`src/rtl/rec_pkg.sv`:
```
// Shared types and constants for the RISC-V extension classifier.
`default_nettype none
package rec_pkg;

    localparam int unsigned MASK_W  = 25;
    localparam int unsigned CLASS_W = 5;

    typedef enum logic [CLASS_W-1:0] {
        EC_ILLEGAL     = 5'd0,
        EC_I           = 5'd1,
        EC_M           = 5'd2,
        EC_A           = 5'd3,
        EC_C           = 5'd4,
        EC_ZICSR       = 5'd5,
        EC_ZIFENCEI    = 5'd6,
        EC_F           = 5'd7,
        EC_D           = 5'd8,
        EC_V           = 5'd9,
        EC_ZBA         = 5'd10,
        EC_ZBB         = 5'd11,
        EC_ZBS         = 5'd12,
        EC_ZICOND      = 5'd13,
        EC_ZIHINTPAUSE = 5'd14,
        EC_ZIHINTNTL   = 5'd15,
        EC_ZIMOP       = 5'd16,
        EC_ZCMOP       = 5'd17,
        EC_ZICBOM      = 5'd18,
        EC_ZICBOP      = 5'd19,
        EC_ZICBOZ      = 5'd20,
        EC_ZAWRS       = 5'd21,
        EC_ZFA         = 5'd22,
        EC_ZFHMIN      = 5'd23,
        EC_SVINVAL     = 5'd24,
        EC_H           = 5'd25
    } t_ext_class;

    typedef enum logic [6:0] {
        OPC_LUI      = 7'h37,
        OPC_AUIPC    = 7'h17,
        OPC_JAL      = 7'h6F,
        OPC_JALR     = 7'h67,
        OPC_BRANCH   = 7'h63,
        OPC_LOAD     = 7'h03,
        OPC_STORE    = 7'h23,
        OPC_OP_IMM   = 7'h13,
        OPC_MISC_MEM = 7'h0F,
        OPC_OP_IMM32 = 7'h1B,
        OPC_OP       = 7'h33,
        OPC_OP32     = 7'h3B,
        OPC_AMO      = 7'h2F,
        OPC_SYSTEM   = 7'h73,
        OPC_LOAD_FP  = 7'h07,
        OPC_STORE_FP = 7'h27,
        OPC_MADD     = 7'h43,
        OPC_MSUB     = 7'h47,
        OPC_NMSUB    = 7'h4B,
        OPC_NMADD    = 7'h4F,
        OPC_OP_FP    = 7'h53,
        OPC_OP_V     = 7'h57
    } t_opcode;

    typedef enum logic {
        CFG_RV64_MODE  = 1'b0,
        CFG_EXT_ENABLE = 1'b1
    } t_cfg_idx;

    localparam logic [31:0] PAUSE_WORD   = 32'h0100000F;
    localparam logic [31:0] WRS_NTO_WORD = 32'h00D00073;
    localparam logic [31:0] WRS_STO_WORD = 32'h01D00073;

    typedef struct packed {
        t_ext_class ext_class;
        logic       enabled;
    } t_dec_result;

endpackage
`default_nettype wire

```
`src/rtl/rec_decoder.sv`:
```
// Combinational extension classification of one instruction word.
`default_nettype none
module rec_decoder (
    input  wire logic [31:0]               i_instr,
    input  wire logic                      i_rv64_mode,
    input  wire logic [rec_pkg::MASK_W-1:0] i_ext_enable_mask,
    output rec_pkg::t_dec_result           o_result
);

    function automatic logic on(input rec_pkg::t_ext_class c,
                                input logic [rec_pkg::MASK_W-1:0] m);
        logic [4:0] idx;
        idx = 5'(c) - 5'd1;
        return m[idx];
    endfunction

    logic [6:0]  opc;
    logic [2:0]  f3;
    logic [5:0]  f6;
    logic [6:0]  f7;
    logic [4:0]  rd;
    logic [4:0]  rs1;
    logic [4:0]  rs2;
    logic [11:0] imm;
    rec_pkg::t_ext_class cls;

    assign opc = i_instr[6:0];
    assign f3  = i_instr[14:12];
    assign f6  = i_instr[31:26];
    assign f7  = i_instr[31:25];
    assign rd  = i_instr[11:7];
    assign rs1 = i_instr[19:15];
    assign rs2 = i_instr[24:20];
    assign imm = i_instr[31:20];

    always_comb begin
        logic [rec_pkg::MASK_W-1:0] m;
        m   = i_ext_enable_mask;
        cls = rec_pkg::EC_ILLEGAL;
        case (opc)
            rec_pkg::OPC_LUI, rec_pkg::OPC_AUIPC, rec_pkg::OPC_JAL, rec_pkg::OPC_JALR,
            rec_pkg::OPC_BRANCH, rec_pkg::OPC_LOAD, rec_pkg::OPC_STORE: begin
                cls = rec_pkg::EC_I;
            end
            rec_pkg::OPC_OP_IMM: begin
                cls = rec_pkg::EC_I;
                if (f3 == 3'd1) begin
                    if (f6 == 6'h00) cls = rec_pkg::EC_I;
                    else if (f6 == 6'h18) cls = rec_pkg::EC_ZBB;
                    else if (f6 == 6'h0A || f6 == 6'h12 || f6 == 6'h1A) cls = rec_pkg::EC_ZBS;
                    else cls = rec_pkg::EC_ILLEGAL;
                end else if (f3 == 3'd5) begin
                    if (f6 == 6'h00 || f6 == 6'h10) cls = rec_pkg::EC_I;
                    else if (f6 == 6'h18 || f6 == 6'h0A || f6 == 6'h1A) cls = rec_pkg::EC_ZBB;
                    else if (f6 == 6'h12) cls = rec_pkg::EC_ZBS;
                    else cls = rec_pkg::EC_ILLEGAL;
                end else if (f3 == 3'd6 && on(rec_pkg::EC_ZICBOP, m) && rd == 5'd0
                             && (rs2 == 5'd0 || rs2 == 5'd1 || rs2 == 5'd3)) begin
                    cls = rec_pkg::EC_ZICBOP;
                end
            end
            rec_pkg::OPC_MISC_MEM: begin
                if (f3 == 3'd1) cls = rec_pkg::EC_ZIFENCEI;
                else if (f3 == 3'd2) begin
                    if (imm <= 12'd2) cls = rec_pkg::EC_ZICBOM;
                    else if (imm == 12'd4) cls = rec_pkg::EC_ZICBOZ;
                    else cls = rec_pkg::EC_ILLEGAL;
                end else if (i_instr == rec_pkg::PAUSE_WORD
                             && on(rec_pkg::EC_ZIHINTPAUSE, m)) begin
                    cls = rec_pkg::EC_ZIHINTPAUSE;
                end else cls = rec_pkg::EC_I;
            end
            rec_pkg::OPC_OP_IMM32: begin
                cls = rec_pkg::EC_ILLEGAL;
                if (i_rv64_mode) begin
                    if (f3 == 3'd0) cls = rec_pkg::EC_I;
                    else if (f3 == 3'd1) begin
                        if (f6 == 6'h00) cls = rec_pkg::EC_I;
                        else if (f6 == 6'h02) cls = rec_pkg::EC_ZBA;
                        else if (f6 == 6'h18) cls = rec_pkg::EC_ZBB;
                    end else if (f3 == 3'd5) begin
                        if (f6 == 6'h00 || f6 == 6'h10) cls = rec_pkg::EC_I;
                        else if (f6 == 6'h18) cls = rec_pkg::EC_ZBB;
                    end
                end
            end
            rec_pkg::OPC_OP: begin
                case (f7)
                    7'h01: cls = rec_pkg::EC_M;
                    7'h00: cls = rec_pkg::EC_I;
                    7'h20: begin
                        if (f3 == 3'd0 || f3 == 3'd5) cls = rec_pkg::EC_I;
                        else if (f3 == 3'd4 || f3 == 3'd6 || f3 == 3'd7) cls = rec_pkg::EC_ZBB;
                    end
                    7'h10: if (f3 == 3'd2 || f3 == 3'd4 || f3 == 3'd6) cls = rec_pkg::EC_ZBA;
                    7'h05: if (f3 >= 3'd4) cls = rec_pkg::EC_ZBB;
                    7'h30: if (f3 == 3'd1 || f3 == 3'd5) cls = rec_pkg::EC_ZBB;
                    7'h24: if (f3 == 3'd1 || f3 == 3'd5) cls = rec_pkg::EC_ZBS;
                    7'h34: if (f3 == 3'd1) cls = rec_pkg::EC_ZBS;
                    7'h07: if (f3 == 3'd5 || f3 == 3'd7) cls = rec_pkg::EC_ZICOND;
                    7'h14: if (f3 == 3'd1) cls = rec_pkg::EC_ZBS;
                    default: cls = rec_pkg::EC_ILLEGAL;
                endcase
            end
            rec_pkg::OPC_OP32: begin
                if (i_rv64_mode) begin
                    case (f7)
                        7'h01: cls = rec_pkg::EC_M;
                        7'h00: cls = rec_pkg::EC_I;
                        7'h20: if (f3 == 3'd0 || f3 == 3'd5) cls = rec_pkg::EC_I;
                        7'h04: begin
                            if (f3 == 3'd0) cls = rec_pkg::EC_ZBA;
                            else if (f3 == 3'd4) cls = rec_pkg::EC_ZBB;
                        end
                        7'h10: if (f3 == 3'd2 || f3 == 3'd4 || f3 == 3'd6) cls = rec_pkg::EC_ZBA;
                        7'h30: if (f3 == 3'd1 || f3 == 3'd5) cls = rec_pkg::EC_ZBB;
                        default: cls = rec_pkg::EC_ILLEGAL;
                    endcase
                end
            end
            rec_pkg::OPC_AMO: cls = rec_pkg::EC_A;
            rec_pkg::OPC_SYSTEM: begin
                cls = rec_pkg::EC_ZICSR;
                if (f3 == 3'd4) begin
                    if (i_instr[31]) cls = rec_pkg::EC_ZIMOP;
                    else if (on(rec_pkg::EC_H, m) && f7 >= 7'h30 && f7 <= 7'h37)
                        cls = rec_pkg::EC_H;
                    else cls = rec_pkg::EC_ILLEGAL;
                end else if (i_instr == rec_pkg::WRS_NTO_WORD
                             || i_instr == rec_pkg::WRS_STO_WORD) begin
                    cls = on(rec_pkg::EC_ZAWRS, m) ? rec_pkg::EC_ZAWRS : rec_pkg::EC_ILLEGAL;
                end else if (f3 == 3'd0 && rd == 5'd0) begin
                    if (on(rec_pkg::EC_H, m) && (f7 == 7'h11 || f7 == 7'h31))
                        cls = rec_pkg::EC_H;
                    else if (on(rec_pkg::EC_H, m) && on(rec_pkg::EC_SVINVAL, m)
                             && (f7 == 7'h13 || f7 == 7'h33))
                        cls = rec_pkg::EC_H;
                    else if (f7 == 7'h0B)
                        cls = on(rec_pkg::EC_SVINVAL, m) ? rec_pkg::EC_SVINVAL
                                                         : rec_pkg::EC_ILLEGAL;
                    else if (f7 == 7'h0C && rs1 == 5'd0 && (rs2 == 5'd0 || rs2 == 5'd1))
                        cls = on(rec_pkg::EC_SVINVAL, m) ? rec_pkg::EC_SVINVAL
                                                         : rec_pkg::EC_ILLEGAL;
                end
            end
            rec_pkg::OPC_LOAD_FP, rec_pkg::OPC_STORE_FP: begin
                if (f3 == 3'd3) cls = rec_pkg::EC_D;
                else if (f3 == 3'd2) cls = rec_pkg::EC_F;
                else if (f3 == 3'd1)
                    cls = on(rec_pkg::EC_ZFHMIN, m) ? rec_pkg::EC_ZFHMIN : rec_pkg::EC_ILLEGAL;
                else if (f3 == 3'd0 || f3 >= 3'd5) cls = rec_pkg::EC_V;
                else cls = rec_pkg::EC_ILLEGAL;
            end
            rec_pkg::OPC_MADD, rec_pkg::OPC_MSUB, rec_pkg::OPC_NMSUB, rec_pkg::OPC_NMADD: begin
                cls = (f7[1:0] == 2'd1) ? rec_pkg::EC_D : rec_pkg::EC_F;
            end
            rec_pkg::OPC_OP_FP: begin
                if (f7 == 7'h20 || f7 == 7'h21) cls = rec_pkg::EC_D;
                else cls = f7[0] ? rec_pkg::EC_D : rec_pkg::EC_F;
                if (on(rec_pkg::EC_ZFHMIN, m)
                    && (((f7 == 7'h20 || f7 == 7'h21) && rs2 == 5'd2)
                        || (f7 == 7'h22 && (rs2 == 5'd0 || rs2 == 5'd1))
                        || ((f7 == 7'h72 || f7 == 7'h7A) && rs2 == 5'd0)))
                    cls = rec_pkg::EC_ZFHMIN;
                if (on(rec_pkg::EC_ZFA, m)
                    && (((f7 == 7'h78 || f7 == 7'h79) && rs2 == 5'd1)
                        || ((f7 == 7'h14 || f7 == 7'h15) && (f3 == 3'd2 || f3 == 3'd3))
                        || ((f7 == 7'h20 || f7 == 7'h21) && (rs2 == 5'd4 || rs2 == 5'd5))
                        || (f7 == 7'h61 && rs2 == 5'd8)
                        || ((f7 == 7'h50 || f7 == 7'h51) && (f3 == 3'd4 || f3 == 3'd5))))
                    cls = rec_pkg::EC_ZFA;
            end
            rec_pkg::OPC_OP_V: cls = rec_pkg::EC_V;
            default: cls = rec_pkg::EC_ILLEGAL;
        endcase
    end

    assign o_result.ext_class = cls;
    assign o_result.enabled   = (cls != rec_pkg::EC_ILLEGAL) && on(cls, i_ext_enable_mask);

endmodule
`default_nettype wire

```
`src/rtl/riscv_extension_classifier_unit.sv`:
```
// Top level of the RISC-V extension classifier: config registers and two-stage pipeline.
//
// Channel   Direction  Handshake                 Payload
// command   in         start & !busy             i_instr_word
// result    out        o_strobe (one cycle)      o_ext_class, o_class_enabled
// config    in         i_cfg_valid & o_cfg_ready i_cfg_index, i_cfg_data
//
// One instruction per cycle; busy stays low.
// After acceptance a word passes through the input register, decode and the result register.
// Synchronous active-low reset clears the pipeline and restores rv64_mode=1, all enables set.
// The receiver cannot stall; the config port is always ready.
`default_nettype none
module riscv_extension_classifier_unit (
    input  wire logic                      i_clk,
    input  wire logic                      i_rst_n,
    input  wire logic                      start,
    output wire logic                      busy,
    input  wire logic [31:0]               i_instr_word,
    output wire logic                      o_strobe,
    output wire logic [rec_pkg::CLASS_W-1:0] o_ext_class,
    output wire logic                      o_class_enabled,
    input  wire logic                      i_cfg_valid,
    output wire logic                      o_cfg_ready,
    input  wire logic                      i_cfg_index,
    input  wire logic [rec_pkg::MASK_W-1:0] i_cfg_data
);

    logic                       r_vld;
    logic [31:0]                r_instr;
    logic                       r_strobe;
    rec_pkg::t_dec_result       r_res;
    logic                       r_rv64;
    logic [rec_pkg::MASK_W-1:0] r_mask;
    rec_pkg::t_dec_result       n_res;
    logic                       accept;
    logic                       cfg_wr;

    assign busy        = 1'b0;
    assign o_cfg_ready = 1'b1;
    assign accept      = start && !busy;
    assign cfg_wr      = i_cfg_valid && o_cfg_ready;

    always_ff @(posedge i_clk) begin
        if (!i_rst_n) begin
            r_rv64 <= 1'b1;
            r_mask <= '1;
        end else if (cfg_wr) begin
            case (rec_pkg::t_cfg_idx'(i_cfg_index))
                rec_pkg::CFG_RV64_MODE:  r_rv64 <= i_cfg_data[0];
                rec_pkg::CFG_EXT_ENABLE: r_mask <= i_cfg_data;
                default: ;
            endcase
        end
    end

    always_ff @(posedge i_clk) begin
        if (!i_rst_n) begin
            r_vld    <= 1'b0;
            r_strobe <= 1'b0;
        end else begin
            r_vld    <= accept;
            r_strobe <= r_vld;
        end
    end

    always_ff @(posedge i_clk) begin
        if (accept) r_instr <= i_instr_word;
        if (r_vld)  r_res   <= n_res;
    end

    rec_decoder u_dec (
        .i_instr          (r_instr),
        .i_rv64_mode      (r_rv64),
        .i_ext_enable_mask(r_mask),
        .o_result         (n_res)
    );

    assign o_strobe        = r_strobe;
    assign o_ext_class     = r_res.ext_class;
    assign o_class_enabled = r_res.enabled;

    a_latency: assert property (@(posedge i_clk) disable iff (!i_rst_n)
        accept |=> ##1 o_strobe)
        else $error("accepted transaction did not produce a result");

    a_illegal_off: assert property (@(posedge i_clk) disable iff (!i_rst_n)
        o_strobe && (o_ext_class == rec_pkg::EC_ILLEGAL) |-> !o_class_enabled)
        else $error("illegal class reported as enabled");

    a_class_range: assert property (@(posedge i_clk) disable iff (!i_rst_n)
        o_strobe |-> o_ext_class <= rec_pkg::EC_H)
        else $error("class code out of range");

    a_no_unused: assert property (@(posedge i_clk) disable iff (!i_rst_n)
        o_strobe |-> (o_ext_class != rec_pkg::EC_C) && (o_ext_class != rec_pkg::EC_ZIHINTNTL)
                     && (o_ext_class != rec_pkg::EC_ZCMOP))
        else $error("class never produced by 32-bit decode was reported");

endmodule
`default_nettype wire

```
`config.mk`:
```
export PLATFORM = sky130hd
export DESIGN_NAME = riscv_extension_classifier_unit
export DESIGN_NICKNAME = d
export VERILOG_FILES = /design/src/rtl/rec_pkg.sv /design/src/rtl/rec_decoder.sv /design/src/rtl/riscv_extension_classifier_unit.sv
export SDC_FILE = /design/constraint.sdc
export NUM_CORES = 1
export LEC_CHECK = 0
export CAP_MARGIN = 15
export CORE_MARGIN = 4
export CORE_UTILIZATION = 32
export CTS_CLUSTER_SIZE = 40
export DETAILED_ROUTE_END_ITERATION = 10
export DONT_BUFFER_PORTS = 1
export GPL_ROUTABILITY_DRIVEN = 0
export GPL_TIMING_DRIVEN = 0
export PLACE_DENSITY = 0.5
export SYNTH_ARGS = -nofsm -noshare
export SYNTH_HDL_FRONTEND = slang
export SYNTH_SLANG_ARGS = --single-unit
```
`constraint.sdc`:
```
create_clock -name i_clk -period 8.8 [get_ports i_clk]
set_input_delay 0.44 -clock i_clk [delete_from_list [all_inputs] [get_ports i_clk]]
set_output_delay 0.44 -clock i_clk [all_outputs]
set_load 0.005 [all_outputs]
```
### Word-level counts from Yosys, hierarchy flattened

Index checks and enable logic that the tools add are counted.

* add/sub/neg operators: 1
* order comparisons: 6
* equality and inequality tests: 72
* multiplexer cells: 60
* bitwise gates (word level): 1
* reductions and logical operators: 68

Operators with widths (count)
* 5-bit 2-to-1 mux: 39
* 7-bit == test, second input constant: 17
* 7-bit by 6-bit == test with 1-bit output, second input constant: 14
* 32-bit by 25-bit == test with 1-bit output, second input constant: 2
* 4-bit 2-to-1 mux: 15
* 5-bit case mux with 12 select lines: 1
* 7-bit by 5-bit == test with 1-bit output, second input constant: 8
* 5-bit case mux with 9 select lines: 1
* 32-bit by 24-bit == test with 1-bit output, second input constant: 1
* 1-bit logical OR: 32
* 5-bit case mux with 6 select lines: 1
* 7-bit by 3-bit == test with 1-bit output, second input constant: 4
* 6-bit by 5-bit == test with 1-bit output, second input constant: 4
* 1-bit logical AND: 23
* 7-bit by 4-bit == test with 1-bit output, second input constant: 3
* 5-bit zero test: 3
* 12-bit by 3-bit == test with 1-bit output, second input constant: 1
* 3-bit == test, second input constant: 4
* 12-bit by 2-bit <= comparator with 1-bit output, second input constant: 1
* 5-bit by 2-bit == test with 1-bit output, second input constant: 2
* 5-bit by 3-bit == test with 1-bit output, second input constant: 2
* 7-bit by 1-bit == test with 1-bit output, second input constant: 1
* 7-bit by 2-bit == test with 1-bit output, second input constant: 1
* 7-bit by 6-bit >= comparator with 1-bit output, second input constant: 1
* 22 further kinds: 27

* flip-flop bits (word level): 66
* input bits: 62
* output and inout port bits: 9

### Longest topological paths before layout

* depth in word-level cells: 15
* mapped depth: 16

### Hierarchy

A second synthesis with hierarchy kept.

* cell total of the unflattened synthesis: 495
* area total of the unflattened synthesis: 4551.9 sq um

Modules (own cells, without submodules)
* riscv_extension_classifier_unit: instances 1, cells an instance 164, area each 2368.5 sq um, sequential area each 1701.6 sq um
* rec_decoder: instances 1, cells an instance 331, area each 2183.3 sq um, sequential area each 0.0 sq um

### Worst setup path after synthesis

OpenSTA, ideal clock, no wires.

* path type: flip-flop to flip-flop
* start: register r_instr[26]
* end: register r_res (netlist bit o_class_enabled) (data pin)
* setup time: 256 ps
* data arrival time: 3404 ps
* required time: 8544 ps
* slack: 5140 ps
* stages on the path, launching flop included: 14
* buffers on the path: 2
* clock period less this slack: 3660 ps
* path through: edfxtp_1 > buf_6 > or4_4 > nor3b_2 > o211ai_1 > a21bo_2 > a2111oi_4 > nand3_4 > inv_8 > ha_1 > buf_1 > mux4_2 > o41a_1 > a41o_1

RTL lines
* start: declaration: line riscv_extension_classifier_unit.sv:29 `logic [31:0] r_instr;`
* start signal: assignment: line riscv_extension_classifier_unit.sv:67 `if (accept) r_instr <= i_instr_word;`
* end signal: assignment: line riscv_extension_classifier_unit.sv:68 `if (r_vld) r_res <= n_res;`
* end: declaration: line riscv_extension_classifier_unit.sv:31 `rec_pkg::t_dec_result r_res;`

==> metrics list <==
* Worst setup path start: r_instr[30]
- Outcome: completed
- PostCTS Resize Cnt: 0
- The tree is rooted in a sky130_fd_sc_hd__clkbuf_16.
* Fraction of synthesized cell area in xor and xnor cells: 1.07%
- Seq/Total Area, Yosys: 41.7%
- The clock arrives with 3.98 ps of skew.
* Total via count in the routed design: 3537
* Average footprint of a synthesized cell: 9.18 um2
- Most common cell after layout, fill and taps aside: sky130_fd_sc_hd__nand2_1
- CTS H-Tree Depth: 3
- The multi-input combinational cells in the finished layout cover a total of 2200 um2.
- The detail route stage leaves a number of antenna-violating nets equal to 0.
* Number of hold violations in the final report: 0
- Cell area after technology mapping: 4080 um2
* Final antenna diode count: 0
* Number of optimization iterations in the first detailed-route pass: 5
- After clock tree synthesis, the clock-pin slew on the worst setup and hold paths is 50 ps.
- Required time of the worst setup path: 8890 ps
- Across the run, the number of max-cap violations was 0.
- Area share of and/or/nand/nor cells after synthesis: 33.5%
- In this run, synthesis inferred 38 flip-flops with an integrated enable.
* Max rail drop VDD: 0.132 mV
- Number of buffers created by CTS: 9
* Hold-fix buffers at CTS: 0
- Count of final max-slew check failures: 0
- Clock tree from TritonCTS: done
- In this run the post-CTS setup repair buffer count came out at 0.
- Unrepaired setup endpoints after global routing: false
* Setup CP Type: reg -> reg
- For this design the ratio of total power to cell area is 176 nW/um2.
* Die Width: 121 um
- Clock latency on the worst-skew pair: 340 ps
- Most frequent cells in the layout: sky130_fd_sc_hd__nand2_1 (74), sky130_fd_sc_hd__nand3_1 (38), sky130_fd_sc_hd__edfxtp_1 (38)
* Core ar.: 12300 um2
- CP Launch Type: flop
- Final total negative setup slack: 0 ps
* Critical-path maximum fanout: 10
- Synthesis produced a netlist with a net count of 507.
- Across the whole layout, storage elements account for 1700 um2.
- The initialized floorplan defines 40 standard-cell rows.
* Final wirelength: 11700 um
- Post-synth top flop: sky130_fd_sc_hd__edfxtp_1
- After layout, the minimum clock period comes to 4420 ps.
- Entering global routing, the biggest net connects 34 pins.
- In this run the most critical hold path is launched from i_instr_word[29].
- Count of routing violations after the opening detailed-route iteration: 390
* Share of cells above drive strength 1: 9.57%
- Async SR Flop Fraction: 0%
* Top-Level Pins: 71
- For this run, the number of Yosys warnings is 0.
- The floorplan step defined a die boundary enclosing 14600 um2.
- The worst hold path belongs to the class in -> reg.
* R2r startpoint: r_instr[30]
* Crit path arrival time: 4510 ps
- Total gr overflow: 0
- From synthesis to final layout, the design area changed by 11.4%.
- Fmax: 0.226 GHz
* CTS Sinks: 66
* Max Buffers Root-to-Sink: 2
- Dividing the detail-routed via count by the number of cells gives 5.63.
- The filler cells instantiated in the layout total 1256.
- Initial core utilization: 33.3%
- Summed over all nets, the half-perimeter wirelength after detailed placement is 8720 um.
- Sum of internal, switching and leakage power: 799 uW
- Average wire per cell in the routed design: 18.6 um
- Number of global-route vias before repair: 3378
- Initial antenna violation count: 0
* Global-route wire length before repair: 18300 um
- In this run the static leakage power is 0.00156 uW.
- Final period utilization: 50.2%
- For this run, the post-layout net count is 518.
* Post-Syn Instances: 444
* Synth cell types: 83
- In this run the tool buffered the top-level ports with 0 buffer cells.
- Fraction of the mapped netlist area in adder cells: 0.552%
- For the pin with the worst max-slew slack, the measured transition is 777 ps.
* Setup violators final: 0
- In the routed design, unresolved DRC markers number 0.
- The die is 121 um tall.
- The synthesized netlist devotes 13.4% of its cell area to compound gates.
* Headroom to the max-slew limit: 48.1%
- Measured against the total synthesized area, the mux share comes to 5.22%.
- Main combinational cell family by area after synthesis: simple AND/OR/NAND/NOR gates
- FF+latch count, synth: 66
* Total global-route track usage: 16.2%
* Critical Path Sink Type: flop
-- flip-flops by register name (all words and copies together) (netlist names) --
register / count
r_instr: 32
r_mask: 25
o_ext_class: 5
o_class_enabled: 1
o_strobe: 1
r_rv64: 1
r_vld: 1
-- synth_stat cells (5+ instances only) --
cell type	instances	area, um2
sky130_fd_sc_hd__a21oi_1	16	80.1
sky130_fd_sc_hd__a31oi_1	7	43.8
sky130_fd_sc_hd__buf_2	8	40.0
sky130_fd_sc_hd__clkbuf_1	18	67.6
sky130_fd_sc_hd__dfxtp_1	28	561
sky130_fd_sc_hd__edfxtp_1	38	1140
sky130_fd_sc_hd__inv_1	5	18.8
sky130_fd_sc_hd__nand2_1	74	278
sky130_fd_sc_hd__nand2b_1	11	68.8
sky130_fd_sc_hd__nand3_1	38	190
sky130_fd_sc_hd__nand4_1	6	37.5
sky130_fd_sc_hd__nor2_1	27	101
sky130_fd_sc_hd__nor2b_1	8	50.1
sky130_fd_sc_hd__nor3_1	8	40.0
sky130_fd_sc_hd__nor3b_1	7	52.6
sky130_fd_sc_hd__nor4_1	11	68.8
sky130_fd_sc_hd__nor4b_1	5	43.8
sky130_fd_sc_hd__o21ai_0	7	35.0
sky130_fd_sc_hd__or3_1	6	37.5
sky130_fd_sc_hd__or4_1	8	60.1
-- worst max-delay path: stages, from the launching register on --
cell and delay, ps:
sky130_fd_sc_hd__edfxtp_1 510, sky130_fd_sc_hd__clkbuf_1 280, sky130_fd_sc_hd__or3_1 480, sky130_fd_sc_hd__nor4b_1 610, sky130_fd_sc_hd__a211oi_1 160, sky130_fd_sc_hd__nor2_1 180, sky130_fd_sc_hd__nor3_1 100, sky130_fd_sc_hd__and3_1 220
sky130_fd_sc_hd__ha_1 280, sky130_fd_sc_hd__buf_1 340, sky130_fd_sc_hd__mux4_2 420, sky130_fd_sc_hd__o41a_1 330, sky130_fd_sc_hd__a41o_1 250
-- area by class of cell --
| class | count | area share (%) |
|---|---|---|
| clock inverters | 4 | 0.413 |
| plain buffers | 32 | 3.19 |
| well taps | 168 | 4.63 |
| flip-flops and latches | 66 | 37.5 |
| clock buffers | 12 | 5.21 |
| inverters | 6 | 0.661 |
| multi-input cells | 340 | 48.4 |
-- stage by stage --
stage | setup slack (ps) | util [%] | cells | hold slack (ps) | instance area [um2]
6_report | 4380 | 37.1 | 628 | 198 | 4540
5_1_grt | 4170 | 37.1 | 628 | 176 | 4540
4_1_cts | 4380 | 37.1 | 628 | 181 | 4540
3_5_place_dp | 4430 | 35.0 | 612 | 449 | 4290
3_3_place_gp | 4460 | 35.0 | 612 | 447 | 4290
2_1_floorplan | 5140 | - | 444 | 432 | 4080
-- final timing paths --
kind,depth (start not counted),slack [ps],endpoint
worst max-delay path,12,4380,o_class_enabled
worst min-delay path,0,200,r_instr[29]
worst max register to register,12,4380,o_class_enabled
worst min register to register,2,460,r_mask[10]
-- cells by family after synthesis --
group,after synthesis
AND/OR/NAND/NOR,245
AO/OA/AOI/OAI,74
flip-flops,66
buffers and inverters,38
multiplexers,12
XOR/XNOR,5
adder cells (fa/ha/maj),2
other,2
-- metal layers --
layer	wire length, um	part of all wire [%]	track usage [%]
met5	0	0	0
met1	5040	43	21.2
met2	5050	43	23.6
met4	528	4.5	9.07
met3	1030	8.8	5.13
-- where the power goes --
part / internal, uW / switching, uW
sequential: 352 / 18.8
clock: 187 / 122
combinational: 45.9 / 73.4
total: 585 / 214
(Power assumes the default switching activity.)
